==> src/sv/clock_calendar_with_button_setting_assert.svh <==
// assertion macros for the clock calendar block
`ifndef CLOCK_CALENDAR_WITH_BUTTON_SETTING_ASSERT_SVH
`define CLOCK_CALENDAR_WITH_BUTTON_SETTING_ASSERT_SVH

// same-cycle implication, disabled during reset
`define CCBS_ASSERT_NOW(label, clk, rst, ante, cons, msg) \
  label: assert property (@(posedge clk) disable iff (rst) (ante) |-> (cons)) else $error(msg);

// next-cycle implication, disabled during reset
`define CCBS_ASSERT_NEXT(label, clk, rst, ante, cons, msg) \
  label: assert property (@(posedge clk) disable iff (rst) (ante) |=> (cons)) else $error(msg);

`endif

==> src/sv/ccbs_pkg.sv <==
// shared constants, types and helper functions for the clock calendar block
`timescale 1ns / 1ps
`default_nettype none

package ccbs_pkg;

  // input kinds carried in tuser
  localparam logic FUNC_TICK = 1'b0;
  localparam logic FUNC_KEYS = 1'b1;

  // configuration register indexes
  localparam logic CFG_TICKS_PER_SECOND = 1'b0;
  localparam logic CFG_DAYS_IN_MONTH    = 1'b1;

  // edit field codes
  localparam logic [1:0] EDIT_NONE = 2'd0;
  localparam logic [1:0] EDIT_HIGH = 2'd1;  // hour / year
  localparam logic [1:0] EDIT_MID  = 2'd2;  // minute / month
  localparam logic [1:0] EDIT_LOW  = 2'd3;  // second / day

  // single new press patterns
  localparam logic [3:0] RISE_SET  = 4'b0001;
  localparam logic [3:0] RISE_UP   = 4'b0010;
  localparam logic [3:0] RISE_DOWN = 4'b0100;
  localparam logic [3:0] RISE_VIEW = 4'b1000;

  localparam logic [7:0] SEG_DASH = 8'h40;

  localparam int OUT_TDATA_W = 104;
  localparam int IN_TDATA_W  = 8;

  typedef struct packed {
    logic [3:0] tens;
    logic [3:0] ones;
  } digit_pair_t;

  // split a value below 128 into tens (mod 10) and ones; v*205>>11 equals v/10 here
  function automatic digit_pair_t split_digits(input logic [6:0] v);
    logic [14:0] prod;
    logic [3:0]  q;
    logic [6:0]  q10;
    digit_pair_t r;
    prod   = 15'(v) * 15'd205;
    q      = prod[14:11];
    q10    = 7'(q) * 7'd10;
    r.ones = 4'(v - q10);
    r.tens = (q >= 4'd10) ? q - 4'd10 : q;
    return r;
  endfunction

  function automatic logic [7:0] seg_digit(input logic [3:0] d);
    logic [7:0] s;
    case (d)
      4'd0:    s = 8'h3f;
      4'd1:    s = 8'h06;
      4'd2:    s = 8'h5b;
      4'd3:    s = 8'h4f;
      4'd4:    s = 8'h66;
      4'd5:    s = 8'h6d;
      4'd6:    s = 8'h7d;
      4'd7:    s = 8'h07;
      4'd8:    s = 8'h7f;
      4'd9:    s = 8'h6f;
      default: s = 8'h00;
    endcase
    return s;
  endfunction

  // tens byte low, ones byte high
  function automatic logic [15:0] pair_bytes(input logic [6:0] v);
    digit_pair_t d;
    d = split_digits(v);
    return {seg_digit(d.ones), seg_digit(d.tens)};
  endfunction

  // wrapping step in lo..hi; up from >=hi gives lo, down from <=lo or >hi gives hi
  function automatic logic [6:0] step_value(input logic [6:0] v, input logic [6:0] lo,
                                            input logic [6:0] hi, input logic up);
    logic [6:0] r;
    if (up) begin
      r = (v >= hi) ? lo : v + 7'd1;
    end else begin
      r = (v <= lo || v > hi) ? hi : v - 7'd1;
    end
    return r;
  endfunction

endpackage

`default_nettype wire

==> src/sv/clock_calendar_with_button_setting.sv <==
// clock calendar with key setting and seven-segment output bytes
// the result of an accepted input transaction is registered and shows on the master side in the next cycle
// throughput: one transaction per cycle while the result is not stalled; the whole update of counters,
//   keys and display bytes settles between the state registers and the result register
// reset: synchronous active-high rst sets 23:59:55, day 29, month 12, year 99, view time,
//   no edit field, tick count 0, ticks_per_second 20, days_in_month 30; result invalid
`timescale 1ns / 1ps
`default_nettype none
`include "clock_calendar_with_button_setting_assert.svh"

module clock_calendar_with_button_setting
  import ccbs_pkg::*;
(
  input  wire logic                   clk,
  input  wire logic                   rst,
  // configuration write port
  input  wire logic                   cfg_we,
  input  wire logic                   cfg_index,
  input  wire logic [5:0]             cfg_data,
  // input stream
  input  wire logic                   s_axis_tvalid,
  output logic                        s_axis_tready,
  input  wire logic [IN_TDATA_W-1:0]  s_axis_tdata,   // keys[3:0], zero pad [7:4]
  input  wire logic                   s_axis_tuser,   // func[0]
  // result stream
  output logic                        m_axis_tvalid,
  input  wire logic                   m_axis_tready,
  // hour[4:0] minute[10:5] second[16:11] year[23:17] month[27:24] day_of_month[32:28]
  // edit_field[34:33] show_date[35] blink_off[36] segments[100:37], zero pad [103:101]
  output logic [OUT_TDATA_W-1:0]      m_axis_tdata
);

  // configuration registers
  logic [5:0] ticks_per_second;
  logic [4:0] days_in_month;

  // clock state
  logic [5:0] tick_count, tick_count_next;
  logic [5:0] second_reg, second_reg_next;
  logic [5:0] minute_reg, minute_reg_next;
  logic [4:0] hour_reg, hour_reg_next;
  logic [4:0] day_reg, day_reg_next;
  logic [3:0] month_reg, month_reg_next;
  logic [6:0] year_reg, year_reg_next;
  logic [3:0] last_pressed, last_pressed_next;
  logic [1:0] edit_sel, edit_sel_next;
  logic       date_view, date_view_next;
  logic       blink_phase, blink_phase_next;

  // datapath temporaries
  logic                   in_fire;
  logic                   func;
  logic [3:0]             keys_now;
  logic [3:0]             rise;
  logic [4:0]             month_len;
  logic [5:0]             sec_inc;
  logic [5:0]             day_inc;
  logic [3:0]             month_inc;
  logic [6:0]             year_inc;
  logic                   step_up;
  digit_pair_t            tick_digits;
  logic [15:0]            pair_hi, pair_mid, pair_lo;
  logic [63:0]            segs;
  logic [OUT_TDATA_W-1:0] out_data_next;

  assign func          = s_axis_tuser;
  assign in_fire       = s_axis_tvalid && s_axis_tready;
  // the result register frees up in the same cycle it is taken
  assign s_axis_tready = !m_axis_tvalid || m_axis_tready;

  // a zero month length counts as one day
  assign month_len = (days_in_month == 5'd0) ? 5'd1 : days_in_month;

  // keys are active low; rising press edges against the last key sample
  assign keys_now = ~s_axis_tdata[3:0];
  assign rise     = keys_now & ~last_pressed;

  always_ff @(posedge clk) begin
    if (rst) begin
      ticks_per_second <= 6'd20;
      days_in_month    <= 5'd30;
    end else if (cfg_we) begin
      case (cfg_index)
        CFG_TICKS_PER_SECOND: ticks_per_second <= cfg_data;
        CFG_DAYS_IN_MONTH:    days_in_month    <= cfg_data[4:0];
        default:              ;
      endcase
    end
  end

  // next state for one transaction
  always_comb begin
    tick_count_next   = tick_count;
    second_reg_next   = second_reg;
    minute_reg_next   = minute_reg;
    hour_reg_next     = hour_reg;
    day_reg_next      = day_reg;
    month_reg_next    = month_reg;
    year_reg_next     = year_reg;
    last_pressed_next = last_pressed;
    edit_sel_next     = edit_sel;
    date_view_next    = date_view;
    blink_phase_next  = blink_phase;
    tick_digits       = '0;
    sec_inc           = second_reg + ((edit_sel == EDIT_NONE) ? 6'd1 : 6'd0);
    day_inc           = {1'b0, day_reg} + 6'd1;
    month_inc         = month_reg + 4'd1;
    year_inc          = year_reg + 7'd1;
    step_up           = (rise == RISE_UP);

    if (func == FUNC_TICK) begin
      tick_count_next  = tick_count + 6'd1;
      // blank half of the blink: tick count mod 10 at or above 5
      tick_digits      = split_digits({1'b0, tick_count_next});
      blink_phase_next = (tick_digits.ones >= 4'd5);
      if (tick_count_next >= ticks_per_second) begin
        tick_count_next = 6'd0;
        // seconds hold while a field is being edited
        if (sec_inc >= 6'd60) begin
          second_reg_next = 6'd0;
          if (minute_reg >= 6'd59) begin
            minute_reg_next = 6'd0;
            if (hour_reg >= 5'd23) begin
              hour_reg_next = 5'd0;
              if (day_inc > {1'b0, month_len}) begin
                day_reg_next = 5'd1;
                if (month_inc > 4'd12) begin
                  month_reg_next = 4'd1;
                  year_reg_next  = (year_inc >= 7'd100) ? 7'd0 : year_inc;
                end else begin
                  month_reg_next = month_inc;
                end
              end else begin
                day_reg_next = day_inc[4:0];
              end
            end else begin
              hour_reg_next = hour_reg + 5'd1;
            end
          end else begin
            minute_reg_next = minute_reg + 6'd1;
          end
        end else begin
          second_reg_next = sec_inc;
        end
      end
    end else begin
      last_pressed_next = keys_now;
      // several new presses at once do nothing
      case (rise)
        RISE_SET:  edit_sel_next  = edit_sel + 2'd1;
        RISE_VIEW: date_view_next = !date_view;
        RISE_UP, RISE_DOWN: begin
          case (edit_sel)
            EDIT_HIGH: begin
              if (date_view) begin
                year_reg_next = step_value(year_reg, 7'd0, 7'd99, step_up);
              end else begin
                hour_reg_next = 5'(step_value({2'b0, hour_reg}, 7'd0, 7'd23, step_up));
              end
            end
            EDIT_MID: begin
              if (date_view) begin
                month_reg_next = 4'(step_value({3'b0, month_reg}, 7'd1, 7'd12, step_up));
              end else begin
                minute_reg_next = 6'(step_value({1'b0, minute_reg}, 7'd0, 7'd59, step_up));
              end
            end
            EDIT_LOW: begin
              if (date_view) begin
                day_reg_next = 5'(step_value({2'b0, day_reg}, 7'd1, {2'b0, month_len},
                                             step_up));
              end else begin
                second_reg_next = 6'(step_value({1'b0, second_reg}, 7'd0, 7'd59, step_up));
              end
            end
            default: ;
          endcase
        end
        default: ;
      endcase
    end
  end

  // display bytes from the updated state
  always_comb begin
    pair_hi  = pair_bytes(date_view_next ? year_reg_next : {2'b0, hour_reg_next});
    pair_mid = pair_bytes(date_view_next ? {3'b0, month_reg_next} : {1'b0, minute_reg_next});
    pair_lo  = pair_bytes(date_view_next ? {2'b0, day_reg_next} : {1'b0, second_reg_next});
    // the edited pair goes dark in the blank half of the blink
    if (blink_phase_next) begin
      case (edit_sel_next)
        EDIT_HIGH: pair_hi  = 16'h0000;
        EDIT_MID:  pair_mid = 16'h0000;
        EDIT_LOW:  pair_lo  = 16'h0000;
        default:   ;
      endcase
    end
    segs = {pair_lo, SEG_DASH, pair_mid, SEG_DASH, pair_hi};
    out_data_next = {3'b000, segs, blink_phase_next, date_view_next, edit_sel_next,
                     day_reg_next, month_reg_next, year_reg_next, second_reg_next,
                     minute_reg_next, hour_reg_next};
  end

  // state update on each accepted transaction
  always_ff @(posedge clk) begin
    if (rst) begin
      tick_count   <= 6'd0;
      second_reg   <= 6'd55;
      minute_reg   <= 6'd59;
      hour_reg     <= 5'd23;
      day_reg      <= 5'd29;
      month_reg    <= 4'd12;
      year_reg     <= 7'd99;
      last_pressed <= 4'd0;
      edit_sel     <= EDIT_NONE;
      date_view    <= 1'b0;
      blink_phase  <= 1'b0;
    end else if (in_fire) begin
      tick_count   <= tick_count_next;
      second_reg   <= second_reg_next;
      minute_reg   <= minute_reg_next;
      hour_reg     <= hour_reg_next;
      day_reg      <= day_reg_next;
      month_reg    <= month_reg_next;
      year_reg     <= year_reg_next;
      last_pressed <= last_pressed_next;
      edit_sel     <= edit_sel_next;
      date_view    <= date_view_next;
      blink_phase  <= blink_phase_next;
    end
  end

  // result register
  always_ff @(posedge clk) begin
    if (rst) begin
      m_axis_tvalid <= 1'b0;
    end else if (in_fire) begin
      m_axis_tvalid <= 1'b1;
    end else if (m_axis_tready) begin
      m_axis_tvalid <= 1'b0;
    end
  end

  always_ff @(posedge clk) begin
    if (in_fire) begin
      m_axis_tdata <= out_data_next;
    end
  end

  // every accepted transaction leaves a result behind
  `CCBS_ASSERT_NEXT(a_result_follows, clk, rst, in_fire, m_axis_tvalid, "no result after accept")
  // a held result blocks new input
  `CCBS_ASSERT_NOW(a_stall_blocks, clk, rst, m_axis_tvalid && !m_axis_tready, !s_axis_tready,
                   "input taken over a stalled result")
  // seconds freeze while a field is being edited
  `CCBS_ASSERT_NEXT(a_edit_freeze, clk, rst,
                    in_fire && func == FUNC_TICK && edit_sel != EDIT_NONE,
                    second_reg == $past(second_reg), "seconds moved during edit")
  // key samples never touch the tick counter
  `CCBS_ASSERT_NEXT(a_keys_keep_tick, clk, rst, in_fire && func == FUNC_KEYS,
                    tick_count == $past(tick_count), "tick count moved on key sample")

endmodule

`default_nettype wire
==> config.mk <==
export PLATFORM = sky130hd
export DESIGN_NAME = clock_calendar_with_button_setting
export DESIGN_NICKNAME = d
export VERILOG_FILES = /design/src/sv/ccbs_pkg.sv /design/src/sv/clock_calendar_with_button_setting.sv
export VERILOG_INCLUDE_DIRS = /design/src /design/src/sv
export SDC_FILE = /design/constraint.sdc
export NUM_CORES = 1
export LEC_CHECK = 0
export ABC_AREA = 1
export BUFFER_PORTS_ARGS = -buffer_cell sky130_fd_sc_hd__buf_2
export CORE_ASPECT_RATIO = 1.2
export CORE_MARGIN = 4
export CORE_UTILIZATION = 60
export CTS_CLUSTER_SIZE = 20
export DETAILED_ROUTE_END_ITERATION = 12
export GPL_ROUTABILITY_DRIVEN = 0
export HOLD_SLACK_MARGIN = 0.02
export PLACE_DENSITY = 0.84
export REMOVE_ABC_BUFFERS = 1
export SYNTH_ARGS = -nofsm -noshare
export SYNTH_HDL_FRONTEND = slang
export SYNTH_SLANG_ARGS = --single-unit
==> constraint.sdc <==
create_clock -name clk -period 7.5 [get_ports clk]
set_input_delay 1.125 -clock clk [delete_from_list [all_inputs] [get_ports clk]]
set_output_delay 1.125 -clock clk [all_outputs]
set_load 0.005 [all_outputs]
==> run_results.csv <==
group,metric,value,unit
final_layout,area_growth,11.5,%
synthesis,synth_top_area_cell,"edfxtp_1",
synthesis,synthSimpleGateAreaFrac,0.225,
final_layout,diodes,0,
placed_design,place_ws,0.178,ns
synthesis,synth_area_leaders,"edfxtp_1 (18%), ha_1 (17%), dfxtp_1 (9.0%), nand2_1 (8.8%), inv_1 (7.5%)",
placed_design,io_buffers,97,
clock_network,cts_tree,"yes",
pwr,p_comb_frac,0.618,
synthesis,ys_ff_latch,138,
detailed_routing,totalWireLength,31.8,mm
placed_design,dpl_cell_area,0.0139,mm²
worst_setup_path,cpMostUsedCell,"nand2_1",
final_layout,final_layout_size_suffix_gt1_frac,0.155,
clock_network,cts.sinks,138,
worst_setup_path,critPathLaunchType,"register",
worst_setup_path,critPathMaxFanout,6,
worst_setup_path,endpoint_kind,"register",
status,status,"completed",
floorplan,die_h,170,µm
sta,setup_viol,0,
grt,grt_pass1_vias,11622,
floorplan,design.die.area,0.0243,mm²
sta,layout_setup_ws,0.448,ns
floorplan,chipWidth,143,µm
sta,clock_skew,0.0139,ns
synthesis,ys_async_sr_fraction,0,
pwr,intPower,2.83,mW
clock_network,clk_latency,0.43,ns
grt,overflow,0,
detailed_routing,vias,11963,
synthesis,netlist.area_leader.share,0.181,
synthesis,synth-edff-count,79,
clock_network,root_buffer,"clkbuf_16",
run,maxCapViolations,0,
worst_setup_path,crit_path_top_delay_cell,"fa_1",
pwr,p_leak,7.46,nW
clock_network,htreeDepth,4,
clock_network,cts_buffers,17,
final_layout,final_util,0.677,
synthesis,yosys_warnings,0,
pwr,peakVddDrop,0.000306,V
worst_setup_path,path_delay_family,"adder cells",
synthesis,synthMuxAreaShare,0,
grt,grt_pass1_wl,52.0,mm
worst_setup_path,cp_num_buf_inv,8,
pwr,design_power_total,5.32,mW
sta,tightest_slew,1.11,ns
synthesis,ys.flop_type,"edfxtp_1",
final_layout,nNetsFinal,2062,
detailed_routing,antenna_left,0,
sta,drv_slew,0,
floorplan,pin_count,127,
sta,setup_tns,0,ns
synthesis,synth_top_family_by_area,"simple AND/OR/NAND/NOR gates",
clock_network,clk_pin_slew,0.06,ns
synthesis,synthXorXnorAreaFrac,0.0286,
detailed_routing,drc_errors,0,
synthesis,synthAdderAreaFrac,0.218,
floorplan,rows,59,
worst_setup_path,arrival,7.24,ns
detailed_routing,wl_per_cell,15.0,µm
sta,hold_viol,0,
pwr,powerDensity,363,mW/mm²
synthesis,syn-instance-count,1720,
grt,antenna_found_initial,0,
synthesis,synth_area,0.0131,mm²
final_layout,largest_reg_flops,79,
detailed_routing,drtIter0Drc,903,
detailed_routing,drtPass1Iterations,7,
placed_design,hpwlAfterDp,24.1,mm
worst_setup_path,crit_type,"reg2reg",
pwr,seq_power_share,0.221,
synthesis,synth.distinct_cells,62,
hold_path,hold_path_class,"reg2reg",
clock_network,clk_path_buf_depth,2,
grt,track_usage,0.258,
final_layout,design_area,0.0146,mm²
floorplan,core_area,0.0216,mm²
grt,grt_start_max_net_pins,91,
worst_setup_path,cp.required,7.69,ns
synthesis,seq_area_frac_synth,0.270,
pwr,clkPwrFrac,0.161,
synthesis,synth.avg_cell_area,7.64,µm²
sta,period_needed,7.05,ns
worst_setup_path,max_stage_delay,0.39,ns
final_layout,layout_common_cells,"nand2_1 (306), inv_1 (259), ha_1 (180)",
pwr,p_switching,2.48,mW
sta,max-slew-margin-rel,0.257,
detailed_routing,viasPerCell,5.65,
pwr,p_sw_frac,0.468,
sta,max_freq,142,MHz
synthesis,synth_compound_area_frac,0.149,
floorplan,start_util,0.608,
sta,min_period_over_period,0.940,
final_layout,final_common_cell,"nand2_1",
==> cell families (layout without fill, tap and decap cells) <==
| logic type | after synthesis | after routing |
|---|---|---|
| xor+xnor | 42 | 42 |
| buf+inv | 343 | 443 |
| simple gates | 642 | 642 |
| flops | 138 | 138 |
| compound gates | 342 | 342 |
| fa+ha+maj | 211 | 211 |
| other cells | 2 | 25 |
==> Yosys cell counts (3+ instances only) <==
master,number
buf_4,27
nand3_2,13
o221ai_1,3
o211ai_1,47
nand3_4,3
edfxtp_1,79
a21oi_1,117
nand2_1,309
buf_1,4
a31oi_1,6
nand2_2,31
o31ai_1,3
o21ai_0,130
clkbuf_1,22
ha_1,181
nor2_1,117
o21ai_2,5
or2_2,10
nor2_4,3
a22oi_1,3
dfxtp_1,59
nand3b_1,6
nor3_1,10
o22ai_1,6
xor2_1,30
inv_2,12
nand3_1,99
nand2_4,4
and2_1,6
nor2_2,8
o21ai_1,4
inv_1,261
fa_1,30
xnor2_1,11
nand4_1,16
buf_2,10
nor4_1,3
==> final cells by class <==
cell class / count / area [µm²]
Inverter: 278 / 1050
Timing Repair Buffer: 133 / 756
Tap cell: 274 / 343
Clock buffer: 18 / 429
Fill cell: 1788 / 6980
Clock inverter: 14 / 158
Multi-Input combinational cell: 1262 / 8350
Sequential cell: 138 / 3560
==> power groups by stage <==
stage               registers, mW  clock network (mW)  logic (mW)
finish                       1.18               0.855        3.28
global route                 1.19               0.899        3.77
CTS                          1.18               0.864        3.24
detailed placement           1.19                   0        3.21
global placement             1.19                   0        3.02
floorplan                    1.21                   0        2.40
==> repair_timing <==
action                                  in CTS  in global routing
buffers inserted                             0                  4
endpoints found under the setup margin       0                 28
resized for setup                            0                 30
hold buffers                                 0                  0
==> routing by layer <==
layer  vias up  part of all wire  track usage
met2       450              0.52        0.479
met4         0             0.039        0.124
li1       5877                 -            -
met5         -                 0            0
met1      5528              0.38        0.289
met3       108             0.066       0.0337
==> worst reg2reg max path, delay by kind of cell (launching register included) <==
kind	cells	cell delay (ns)
DFF	1	0.38
AOI/OAI and AO/OA	5	0.78
and+or+nand+nor	19	2.24
buffers and inverters	8	0.93
xor gates and xnor gates	1	0.21
adders and majority gates	8	2.26
==> metrics by stage <==
stage	hold slack, ns	std cells
3_5_place_dp	0.475	2081
6_report	0.475	2117
3_3_place_gp	0.466	2081
2_1_floorplan	0.438	1678
5_1_grt	0.497	2117
4_1_cts	0.482	2113
==> worst paths after layout <==
| check | slack (ns) | to | from | cells after the start |
|---|---|---|---|---|
| worst max-delay path | 0.45 | m_axis_tdata[75] | tick_count[1] | 41 |
| worst max register to register | 0.45 | m_axis_tdata[75] | tick_count[1] | 41 |
| worst min-delay path | 0.48 | ticks_per_second[3] | ticks_per_second[3] | 2 |
| worst min register to register | 0.48 | ticks_per_second[3] | ticks_per_second[3] | 2 |
(Power assumes the default switching activity.)
